===== src/sv/pcr_pkg.sv =====
package pcr_pkg;

  localparam int unsigned MaxDevices = 16;
  localparam int unsigned DevW       = 4;
  localparam int unsigned DevLimit   = (MaxDevices < (1 << DevW)) ? MaxDevices : (1 << DevW);
  localparam int unsigned CellsMax   = 12;
  localparam int unsigned GroupStride = 3;
  localparam logic [15:0] PecSeed    = 16'd16;
  localparam logic [15:0] PecPoly    = 16'h4599;

  localparam logic [2:0] LastDataPos = 3'd5;
  localparam logic [2:0] PecHighPos  = 3'd6;
  localparam logic [2:0] PecLowPos   = 3'd7;

  typedef enum logic {
    CfgDeviceCount    = 1'b0,
    CfgCellsPerDevice = 1'b1
  } cfg_reg_e;

  typedef struct packed {
    logic [7:0] rx_byte;
    logic [1:0] register_group;
    logic       start_of_read;
  } in_t;

  typedef struct packed {
    logic [15:0] cell_a;
    logic [15:0] cell_b;
    logic [15:0] cell_c;
    logic [7:0]  first_cell_index;
    logic        pec_ok;
    logic        read_error;
    logic        last_device;
  } out_t;

  typedef struct packed {
    logic [5:0][7:0]  data;
    logic [DevW-1:0]  device;
    logic [1:0]       group;
    logic             ok;
    logic             err;
    logic             last;
  } rec_t;

  function automatic logic [15:0] pec_step(input logic [15:0] rem, input logic [7:0] b);
    logic [7:0]  a;
    logic [15:0] r;
    a = rem[14:7] ^ b;
    r = {1'b0, a, 7'b0};
    for (int k = 0; k < 8; k++) begin
      if (r[14]) begin
        r = {r[14:0], 1'b0} ^ PecPoly;
      end else begin
        r = {r[14:0], 1'b0};
      end
    end
    return {rem[7:0], 8'b0} ^ r;
  endfunction

endpackage


===== src/sv/pcr_front.sv =====
module pcr_front (
  input  logic          clk_i,
  input  logic          rst_ni,
  input  logic          in_valid_i,
  output logic          in_stall_o,
  input  pcr_pkg::in_t  in_data_i,
  input  logic [4:0]    device_count_i,
  input  logic          full_i,
  output logic          push_o,
  output pcr_pkg::rec_t rec_o
);

  logic [2:0]                 pos_q, pos_d, pos;
  logic [pcr_pkg::DevW-1:0]   dev_q, dev_d, dev;
  logic [15:0]                rem_q, rem_d, rem;
  logic                       err_q, err_d, err;
  logic [6:0][7:0]            bytes_q;
  logic                       acc, ok, last;
  logic [4:0]                 ndev;
  logic [15:0]                rx_pec;

  assign in_stall_o = full_i;
  assign acc        = in_valid_i && !full_i;

  always_comb begin
    if (device_count_i == 5'd0) begin
      ndev = 5'd1;
    end else if (device_count_i > 5'(pcr_pkg::DevLimit)) begin
      ndev = 5'(pcr_pkg::DevLimit);
    end else begin
      ndev = device_count_i;
    end
  end

  always_comb begin
    pos = in_data_i.start_of_read ? 3'd0 : pos_q;
    dev = in_data_i.start_of_read ? '0 : dev_q;
    rem = in_data_i.start_of_read ? pcr_pkg::PecSeed : rem_q;
    err = in_data_i.start_of_read ? 1'b0 : err_q;

    rx_pec = {bytes_q[pcr_pkg::PecHighPos], in_data_i.rx_byte};
    ok     = (rx_pec == {rem[14:0], 1'b0});
    last   = ({1'b0, dev} + 5'd1) >= ndev;

    pos_d  = pos_q;
    dev_d  = dev_q;
    rem_d  = rem_q;
    err_d  = err_q;
    push_o = 1'b0;

    if (acc) begin
      dev_d = dev;
      err_d = err;
      if (pos != pcr_pkg::PecLowPos) begin
        pos_d = pos + 3'd1;
        rem_d = (pos <= pcr_pkg::LastDataPos) ? pcr_pkg::pec_step(rem, in_data_i.rx_byte) : rem;
      end else begin
        push_o = 1'b1;
        pos_d  = 3'd0;
        rem_d  = pcr_pkg::PecSeed;
        err_d  = err | ~ok;
        dev_d  = last ? '0 : dev + 1'b1;
      end
    end
  end

  always_comb begin
    rec_o.data   = bytes_q[5:0];
    rec_o.device = dev;
    rec_o.group  = in_data_i.register_group;
    rec_o.ok     = ok;
    rec_o.err    = err | ~ok;
    rec_o.last   = last;
  end

  always_ff @(posedge clk_i or negedge rst_ni) begin
    if (!rst_ni) begin
      pos_q <= '0;
      dev_q <= '0;
      rem_q <= pcr_pkg::PecSeed;
      err_q <= 1'b0;
    end else begin
      pos_q <= pos_d;
      dev_q <= dev_d;
      rem_q <= rem_d;
      err_q <= err_d;
    end
  end

  always_ff @(posedge clk_i) begin
    if (acc && pos != pcr_pkg::PecLowPos) begin
      bytes_q[pos] <= in_data_i.rx_byte;
    end
  end

endmodule


===== src/sv/pcr_queue.sv =====
module pcr_queue (
  input  logic          clk_i,
  input  logic          rst_ni,
  input  logic          push_i,
  input  pcr_pkg::rec_t push_data_i,
  output logic          full_o,
  input  logic          pop_i,
  output logic          valid_o,
  output pcr_pkg::rec_t pop_data_o
);

  pcr_pkg::rec_t mem_q [2];
  logic          wr_q, rd_q;
  logic [1:0]    cnt_q;

  assign full_o     = cnt_q[1];
  assign valid_o    = (cnt_q != 2'd0);
  assign pop_data_o = mem_q[rd_q];

  always_ff @(posedge clk_i or negedge rst_ni) begin
    if (!rst_ni) begin
      wr_q  <= 1'b0;
      rd_q  <= 1'b0;
      cnt_q <= '0;
    end else begin
      if (push_i) begin
        wr_q <= ~wr_q;
      end
      if (pop_i) begin
        rd_q <= ~rd_q;
      end
      if (push_i && !pop_i) begin
        cnt_q <= cnt_q + 2'd1;
      end else if (pop_i && !push_i) begin
        cnt_q <= cnt_q - 2'd1;
      end
    end
  end

  always_ff @(posedge clk_i) begin
    if (push_i) begin
      mem_q[wr_q] <= push_data_i;
    end
  end

endmodule


===== src/sv/pcr_back.sv =====
module pcr_back (
  input  logic          clk_i,
  input  logic          rst_ni,
  input  logic          rec_valid_i,
  input  pcr_pkg::rec_t rec_i,
  output logic          pop_o,
  input  logic [3:0]    cells_per_device_i,
  output logic          out_valid_o,
  input  logic          out_stall_i,
  output pcr_pkg::out_t out_data_o
);

  logic          valid_q;
  pcr_pkg::out_t data_q, data_d;
  logic [3:0]    cpd;

  assign pop_o       = rec_valid_i && (!valid_q || !out_stall_i);
  assign out_valid_o = valid_q;
  assign out_data_o  = data_q;

  always_comb begin
    if (cells_per_device_i == 4'd0) begin
      cpd = 4'd1;
    end else if (cells_per_device_i > 4'(pcr_pkg::CellsMax)) begin
      cpd = 4'(pcr_pkg::CellsMax);
    end else begin
      cpd = cells_per_device_i;
    end
  end

  always_comb begin
    data_d.cell_a = rec_i.ok ? {rec_i.data[1], rec_i.data[0]} : 16'd0;
    data_d.cell_b = rec_i.ok ? {rec_i.data[3], rec_i.data[2]} : 16'd0;
    data_d.cell_c = rec_i.ok ? {rec_i.data[5], rec_i.data[4]} : 16'd0;
    data_d.first_cell_index = 8'({4'd0, rec_i.device} * {4'd0, cpd})
                            + 8'({6'd0, rec_i.group} * 8'(pcr_pkg::GroupStride));
    data_d.pec_ok      = rec_i.ok;
    data_d.read_error  = rec_i.err;
    data_d.last_device = rec_i.last;
  end

  always_ff @(posedge clk_i or negedge rst_ni) begin
    if (!rst_ni) begin
      valid_q <= 1'b0;
    end else if (pop_o) begin
      valid_q <= 1'b1;
    end else if (!out_stall_i) begin
      valid_q <= 1'b0;
    end
  end

  always_ff @(posedge clk_i) begin
    if (pop_o) begin
      data_q <= data_d;
    end
  end

endmodule


===== src/sv/pec15_checked_cell_register_reader.sv =====
// PEC-checked cell register readback.
// Input channel (in_valid_i / in_stall_o / in_data_i): one byte of the chain per beat,
// with the register group and a start-of-read flag that restarts the byte and device
// counters and clears the sticky error. Each device frame is 8 beats: six data bytes,
// then the PEC high and low bytes.
// Output channel (out_valid_o / out_stall_i / out_data_o): one beat per frame with the
// three cell words (zeroed on a PEC mismatch), first cell index, pec_ok, sticky
// read_error and last_device.
// Config port: cfg_we_i writes device_count (index 0) or cells_per_device (index 1);
// write only while idle.
// Throughput: one byte per cycle while in_stall_o is low. The front CRC/frame stage
// feeds a 2-entry frame queue; the back stage registers the result. A finished frame
// is written into the queue, then popped into the output register behind out_data_o.
// When the receiver stalls, the result holds in the output register and frames fill the
// queue; in_stall_o rises only when the queue is full.
// Reset: counters cleared, PEC seed loaded, device_count = 1, cells_per_device = 12,
// no result pending.
module pec15_checked_cell_register_reader (
  input  logic          clk_i,
  input  logic          rst_ni,
  input  logic          in_valid_i,
  output logic          in_stall_o,
  input  pcr_pkg::in_t  in_data_i,
  output logic          out_valid_o,
  input  logic          out_stall_i,
  output pcr_pkg::out_t out_data_o,
  input  logic          cfg_we_i,
  input  logic          cfg_index_i,
  input  logic [4:0]    cfg_data_i
);

  logic [4:0]    device_count_q;
  logic [3:0]    cells_q;
  logic          push, full, pop, rec_valid;
  pcr_pkg::rec_t rec_in, rec_out;

  always_ff @(posedge clk_i or negedge rst_ni) begin
    if (!rst_ni) begin
      device_count_q <= 5'd1;
      cells_q        <= 4'(pcr_pkg::CellsMax);
    end else if (cfg_we_i) begin
      case (pcr_pkg::cfg_reg_e'(cfg_index_i))
        pcr_pkg::CfgDeviceCount:    device_count_q <= cfg_data_i;
        pcr_pkg::CfgCellsPerDevice: cells_q        <= cfg_data_i[3:0];
        default: ;
      endcase
    end
  end

  pcr_front u_front (
    .clk_i          (clk_i),
    .rst_ni         (rst_ni),
    .in_valid_i     (in_valid_i),
    .in_stall_o     (in_stall_o),
    .in_data_i      (in_data_i),
    .device_count_i (device_count_q),
    .full_i         (full),
    .push_o         (push),
    .rec_o          (rec_in)
  );

  pcr_queue u_queue (
    .clk_i       (clk_i),
    .rst_ni      (rst_ni),
    .push_i      (push),
    .push_data_i (rec_in),
    .full_o      (full),
    .pop_i       (pop),
    .valid_o     (rec_valid),
    .pop_data_o  (rec_out)
  );

  pcr_back u_back (
    .clk_i              (clk_i),
    .rst_ni             (rst_ni),
    .rec_valid_i        (rec_valid),
    .rec_i              (rec_out),
    .pop_o              (pop),
    .cells_per_device_i (cells_q),
    .out_valid_o        (out_valid_o),
    .out_stall_i        (out_stall_i),
    .out_data_o         (out_data_o)
  );

endmodule

===== config.mk =====
export PLATFORM = sky130hd
export DESIGN_NAME = pec15_checked_cell_register_reader
export DESIGN_NICKNAME = d
export VERILOG_FILES = /design/src/sv/pcr_pkg.sv /design/src/sv/pcr_front.sv /design/src/sv/pcr_queue.sv /design/src/sv/pcr_back.sv /design/src/sv/pec15_checked_cell_register_reader.sv
export SDC_FILE = /design/constraint.sdc
export NUM_CORES = 1
export LEC_CHECK = 0
export BUFFER_PORTS_ARGS = -buffer_cell sky130_fd_sc_hd__clkbuf_2
export CAP_MARGIN = 15
export CORE_ASPECT_RATIO = 1.5
export CORE_MARGIN = 4
export CORE_UTILIZATION = 25
export DETAILED_ROUTE_END_ITERATION = 7
export SLEW_MARGIN = 20
export SYNTH_ARGS = -nofsm -noshare
export SYNTH_HDL_FRONTEND = slang
export SYNTH_SLANG_ARGS = --single-unit

===== constraint.sdc =====
create_clock -name clk_i -period 8.2 [get_ports clk_i]
set_input_delay 0.82 -clock clk_i [delete_from_list [all_inputs] [get_ports clk_i]]
set_output_delay 0.82 -clock clk_i [all_outputs]
set_load 0.02 [all_outputs]

### Yosys cells after proc, flatten, opt, wreduce, memory -nomap -nowiden

Memories as Yosys holds them, arrays and structs flattened.
Cells that the tools add are included.

* bits in registers: 152
* latch bits: 0
* bits in writable memories: 114
* bits in read-only memories: 0
* input port bits: 22
* output and inout bits: 61
* logic and storage cells: 124
* memories: 1

* add/subtract/negate cells: 6
* multipliers: 2
* div/mod/pow operators: 0
* magnitude comparators: 6
* equal/unequal tests: 3
* shift operators: 0
* multiplexer cells: 49
* bitwise logic cells: 15
* reduce and logical (&&, ||, !) cells: 18

Memories
* u_queue.mem_q: depth 2, bits a word 57, read ports 1, clocked after Yosys merged registers in 0, write ports 1, line pcr_queue.sv:12 `pcr_pkg::rec_t mem_q [2];`

Operator list (count)
* two-way mux 15 bit: 27
* bitwise mux 56 bit: 1
* NOT 7 bit: 8
* demux 8 bit (select 3 bit): 1
* two-way mux 4 bit: 5
* equality test 16 bit: 1
* XOR 15 bit: 1
* two-way mux 5 bit: 2
* adder 8 x 4 -> 8 bit: 1
* multiplier 4 x 4 -> 8 bit: 1
* two-way mux 1 bit: 8
* two-way mux 8 bit: 1
* XOR 8 bit: 1
* logical AND 1 bit: 6
* two-way mux 3 bit: 2
* adder 4 x 1 -> 5 bit (second input constant): 1
* greater-or-equal comparator 5 bit: 1
* > comparator 5 bit (second input constant): 1
* logical NOT 1 bit: 5
* logical NOT 5 bit: 1
* adder 4 x 1 -> 4 bit (second input constant): 1
* > comparator 4 bit (second input constant): 1
* logical NOT 4 bit: 1
* < comparator 3 x 4 -> 1 bit (second input constant): 1
* other kinds (14): 20

### Depth between registers and ports, before layout

* word-level depth: 37
* depth in mapped cells: 16
* depth with buffers taken out: 16

### Modules after synthesis

A second synthesis with hierarchy kept.

* cell total of the unflattened synthesis: 781
* area total of the unflattened synthesis: 11902.7 um2

By module, submodules not included
* pcr_front: instances 1, cells each 372, area each 4372.9 um2, sequential area each 2258.4 um2
* pcr_queue: instances 1, cells each 192, area each 4371.7 um2, sequential area each 3523.4 um2
* pcr_back: instances 1, cells each 197, area each 2792.7 um2, sequential area each 1796.7 um2
* pec15_checked_cell_register_reader: instances 1, cells each 20, area each 365.4 um2, sequential area each 229.0 um2

### Worst setup path before layout

Ideal clock, no wire load.

* kind: input port to flip-flop
* start: input port in_data_i[0] in the netlist's numbering
* end: memory u_queue.mem_q[0][0] in the netlist's numbering, enable pin
* library setup time: 0.472 ns
* data arrival time: 4.840 ns
* data required time: 7.728 ns
* setup slack: 2.888 ns
* stages: 10
* path buffers: 4
* cells stage by stage: buf_4 > clkbuf_1 > clkbuf_1 > nand2b_1 > inv_1 > ha_1 > ha_1 > clkbuf_1 > nand2_1 > nor2_1

* word-level cells in the longest chain between the ends: 6

RTL lines
* start: declaration: line pec15_checked_cell_register_reader.sv:23 `input pcr_pkg::in_t in_data_i,`
* two-way mux 3 bit: line pcr_front.sv:36 `pos = in_data_i.start_of_read ? 3'd0 : pos_q;`
* != test 3 bit: line pcr_front.sv:54 `if (pos != pcr_pkg::PecLowPos) begin`
* two-way mux 1 bit: line pcr_front.sv:54
* two-way mux 1 bit: line pcr_front.sv:51 `if (acc) begin`
* two-way mux 1 bit: line pcr_queue.sv:41 `if (push_i) begin`
* two-way mux 1 bit (implied by the code): line pcr_queue.sv:42 `mem_q[wr_q] <= push_data_i;`
* end: declaration: line pcr_queue.sv:12

No other way between the ends.

==> qor.json <==
{
  "clkSlewWorstSetupHoldPaths_ps": 70,
  "critical-path-top-delay-family": "adder cells",
  "first_global_vias": 6275,
  "die_width_um": 181,
  "power.leakage_nw": 4.85,
  "detailed_route_wl_um": 22000,
  "maximum_number_of_pins_on_one_net_before_global_route_repair": 60,
  "post_synth_inst_count": 750,
  "setup_violations": 0,
  "finalNonFillerCells": 1430,
  "ys.warnings.count": 0,
  "launching_element_type_of_the_critical_path": "flip-flop",
  "vias_per_cell": 4.19,
  "cts_buffers": 23,
  "setup.worst_path.class": "flip-flop to flip-flop",
  "critPathCaptureType": "flip-flop",
  "async_flop_share_pct": 13.9,
  "yosysTopAreaCellShare_pct": 61.4,
  "rsz_0062_raised_after_global_routing": "false",
  "combPwrFrac_pct": 36.2,
  "postCtsSetupRepairBufs": 0,
  "critical_path_buf_inv_count": 3,
  "slowest_stage": "buf_4",
  "per_instance_average_area_after_synthesis_um2": 14.9,
  "timing_worst_slew_pin_value_ps": 994,
  "detailedPlacementHpwl_um": 14800,
  "cp_common_cell": "fa_1",
  "setup_slack_ps": 3800,
  "initial_antenna_violation_count": 0,
  "insertion_delay_ps": 520,
  "cts_tree": "done",
  "drt-wirelength-per-cell_um": 15.4,
  "power_switching_share_pct": 34.3,
  "postSynthNetCount": 806,
  "total_switching_power_mw": 1.56,
  "synth_top_cells_by_area": "edfxtp_1 61%, dfrtp_1 7.4%, mux2i_1 4.8%",
  "maxSlewViolCount": 0,
  "internal_power_mw": 2.99,
  "rows": 94,
  "synth.ff_latch_count": 266,
  "power.share.clock_pct": 21.7,
  "place.gp.congestion": 0.809,
  "post-route-period-util_pct": 53.6,
  "wire_length_of_the_first_global_routing_pass_um": 34100,
  "start_util_pct": 25.4,
  "setup_tns_ps": 0,
  "firstDrtPassIters": 4,
  "path_max_fanout": 55,
  "crit_path_cell_trace": "buf_4 -> mux2i_1 -> nor2b_1 -> fa_1 -> ha_1 -> inv_1 -> fa_1 -> inv_1 -> ha_1 -> fa_1 -> a21o_1 -> a21oi_1 -> xnor2_1",
  "synth-seq-area-share_pct": 69.7,
  "max_slew_margin_pct": 33.7,
  "postCtsHoldBufs": 0,
  "preCtsSetupSlack_ps": 3730,
  "timing.critical_path.required_ps": 8470,
  "powerDensity_nw_per_um2": 349,
  "cap_viol_max_count": 0,
  "final-hold-violation-count": 0,
  "buffer_ports.inserted": 82,
  "power_frac_seq_pct": 42.1,
  "dp_cells": 1388,
  "drive_gt1_share_pct": 18.5,
  "die_area_um2": 48400,
  "max_clock_freq_mhz": 228,
  "postSynth.topFlopCell": "edfxtp_1",
  "ports_placed_on_the_boundary": 83,
  "period_needed_ps": 4400,
  "core_area_um2": 44100,
  "cpPeakStageDelay_ps": 720,
  "fp.dieH_um": 267,
  "htreeDepth": 1,
  "worst_clock_skew_ps": 5.91,
  "synth_edf_count": 229,
  "min-delay-path-class": "flip-flop to flip-flop",
  "hold-worst-slack_ps": 442,
  "synth.distinct_cells": 49,
  "worstPathArrival_ps": 4670,
  "clockRootBuffer": "clkbuf_16",
  "totalPowerFinal_mw": 4.55,
  "netlist_area_pre_place_um2": 11200,
  "vdd_drop_max_v": 0.000152,
  "synth_top_cell_by_area": "edfxtp_1",
  "number_of_nets_at_the_end_of_the_flow": 893,
  "drt-initial-drc-count": 303,
  "cts_resized": 0,
  "num-fill-cells": 4409,
  "global_route.overflow_total": 0,
  "outcome": "complete, no violations",
  "count_of_unresolved_drc_violations_after_routing": 0,
  "clock_tree.buffer_depth": 3,
  "dr_total_vias": 5989,
  "drtAntennaViolNets": 0,
  "areaGrowthSynthToFinish_pct": 16.1,
  "tritoncts_num_sinks": 266,
  "track_usage_pct": 8.86
}
[final timing paths]
check | start | end | cells past startpoint | slack [ps]
max | u_queue.rd_q | u_back.out_data_o[9] | 13 | 3800
min | u_front.rec_o[18] | u_queue.mem_q[1][18] | 0 | 440
max reg2reg | u_queue.rd_q | u_back.out_data_o[9] | 13 | 3800
min reg2reg | u_front.rec_o[18] | u_queue.mem_q[1][18] | 0 | 440
max in group asynchronous | rst_ni | u_queue.rd_q | 1 | 7030
min in group asynchronous | rst_ni | u_back.out_valid_o | 1 | 450
[state kept, by name, summed over array words and instances, names as in the netlist, 2 cells and up]
register and cells:
cells_q 4, u_back.out_data_o 59, u_front.rec_o 48, u_front.bytes_q 8, u_front.rem_q 15, u_queue.mem_q 114
device_count_q 5, u_front.pos_q 3, u_front.dev_q 4, u_queue.cnt_q 2
[cells by family after synthesis]
| group | Yosys count | synth area share, % |
|---|---|---|
| xor+xnor | 68 | 6.30 |
| buf+inv | 64 | 2.25 |
| flops | 266 | 69.7 |
| simple gates | 181 | 7.33 |
| fa+ha+maj | 34 | 4.26 |
| compound gates | 71 | 4.16 |
| mux | 66 | 6.03 |
[layer usage]
metal	up-vias	global-route usage, %	part of all wire, %
met4	0	4.54	4.3
met1	2938	8.87	35
met3	49	1.56	4.3
met2	127	17.3	56
li1	2875	-	-
met5	-	0	0
[power by group through the flow]
stage	clock (mW)	sequential, mW	combinational (mW)
2_1_floorplan	0	2.04	1.13
3_3_place_gp	0	1.94	1.65
3_5_place_dp	0	1.94	1.67
4_1_cts	1.02	1.92	1.68
5_1_grt	1.07	1.94	1.82
6_report	0.987	1.91	1.65
[through the flow]
step	cell area, um2	utilization [%]
CTS	13000	29.5
finish	13000	29.5
global route	13000	29.5
detailed placement	12300	28.0
global placement	12300	28.0
floorplan	11200	-
[cell usage in the layout (no fill, tap or decap), types with 5 or more instances in the layout]
cell type and count:
xnor2_1 46, clkbuf_2 82, a21oi_1 9, mux2_2 12, xor2_1 14, o21ai_0 20
buf_4 13, dfrtp_1 32, mux2i_1 53, clkbuf_16 23, nor3_1 6, nor2_1 101
nor2b_1 14, nand2_1 30, o32ai_1 5, a31oi_1 5, a22oi_1 10, o22ai_1 6
edfxtp_1 229, nand2b_1 8, inv_1 30, fa_1 7, ha_1 27, clkbuf_1 7
[area by class of cell]
| cell class | instances | area (um2) | share of cell area, % |
|---|---|---|---|
| Inverter | 31 | 116 | 0.894 |
| Multi-Input combinational cell | 420 | 3190 | 24.5 |
| Sequential cell | 266 | 7810 | 60.0 |
| Antenna cell | 1 | 2.50 | 0.0192 |
| Clock buffer | 30 | 602 | 4.62 |
| Timing Repair Buffer | 95 | 508 | 3.90 |
| Clock inverter | 11 | 63.8 | 0.490 |
| Tap cell | 576 | 721 | 5.54 |
[cells in the mapped netlist, types with 5 or more instances]
cell type  count
o21ai_0       20
xnor2_1       46
o22ai_1        6
a22oi_1       10
buf_2          7
fa_1           7
mux2i_1       54
mux2_2        12
ha_1          27
inv_1         31
nand2_1       30
nor2_1       102
nor3_1         7
nand2b_1       8
edfxtp_1     229
a31oi_1        5
nor4bb_1       5
a21oi_1        9
o32ai_1        5
clkbuf_1      22
nor2b_1       14
dfrtp_1       33
xor2_1        14
[worst register-to-register path: stages, from the launching register on]
cell	delay, ps
dfrtp_4	440
buf_4	720
mux2i_1	420
nor2b_1	120
fa_1	490
ha_1	290
inv_1	50
fa_1	530
inv_1	40
ha_1	210
fa_1	410
a21o_1	200
a21oi_1	170
xnor2_1	80
Power figures use the tool's default switching activity.
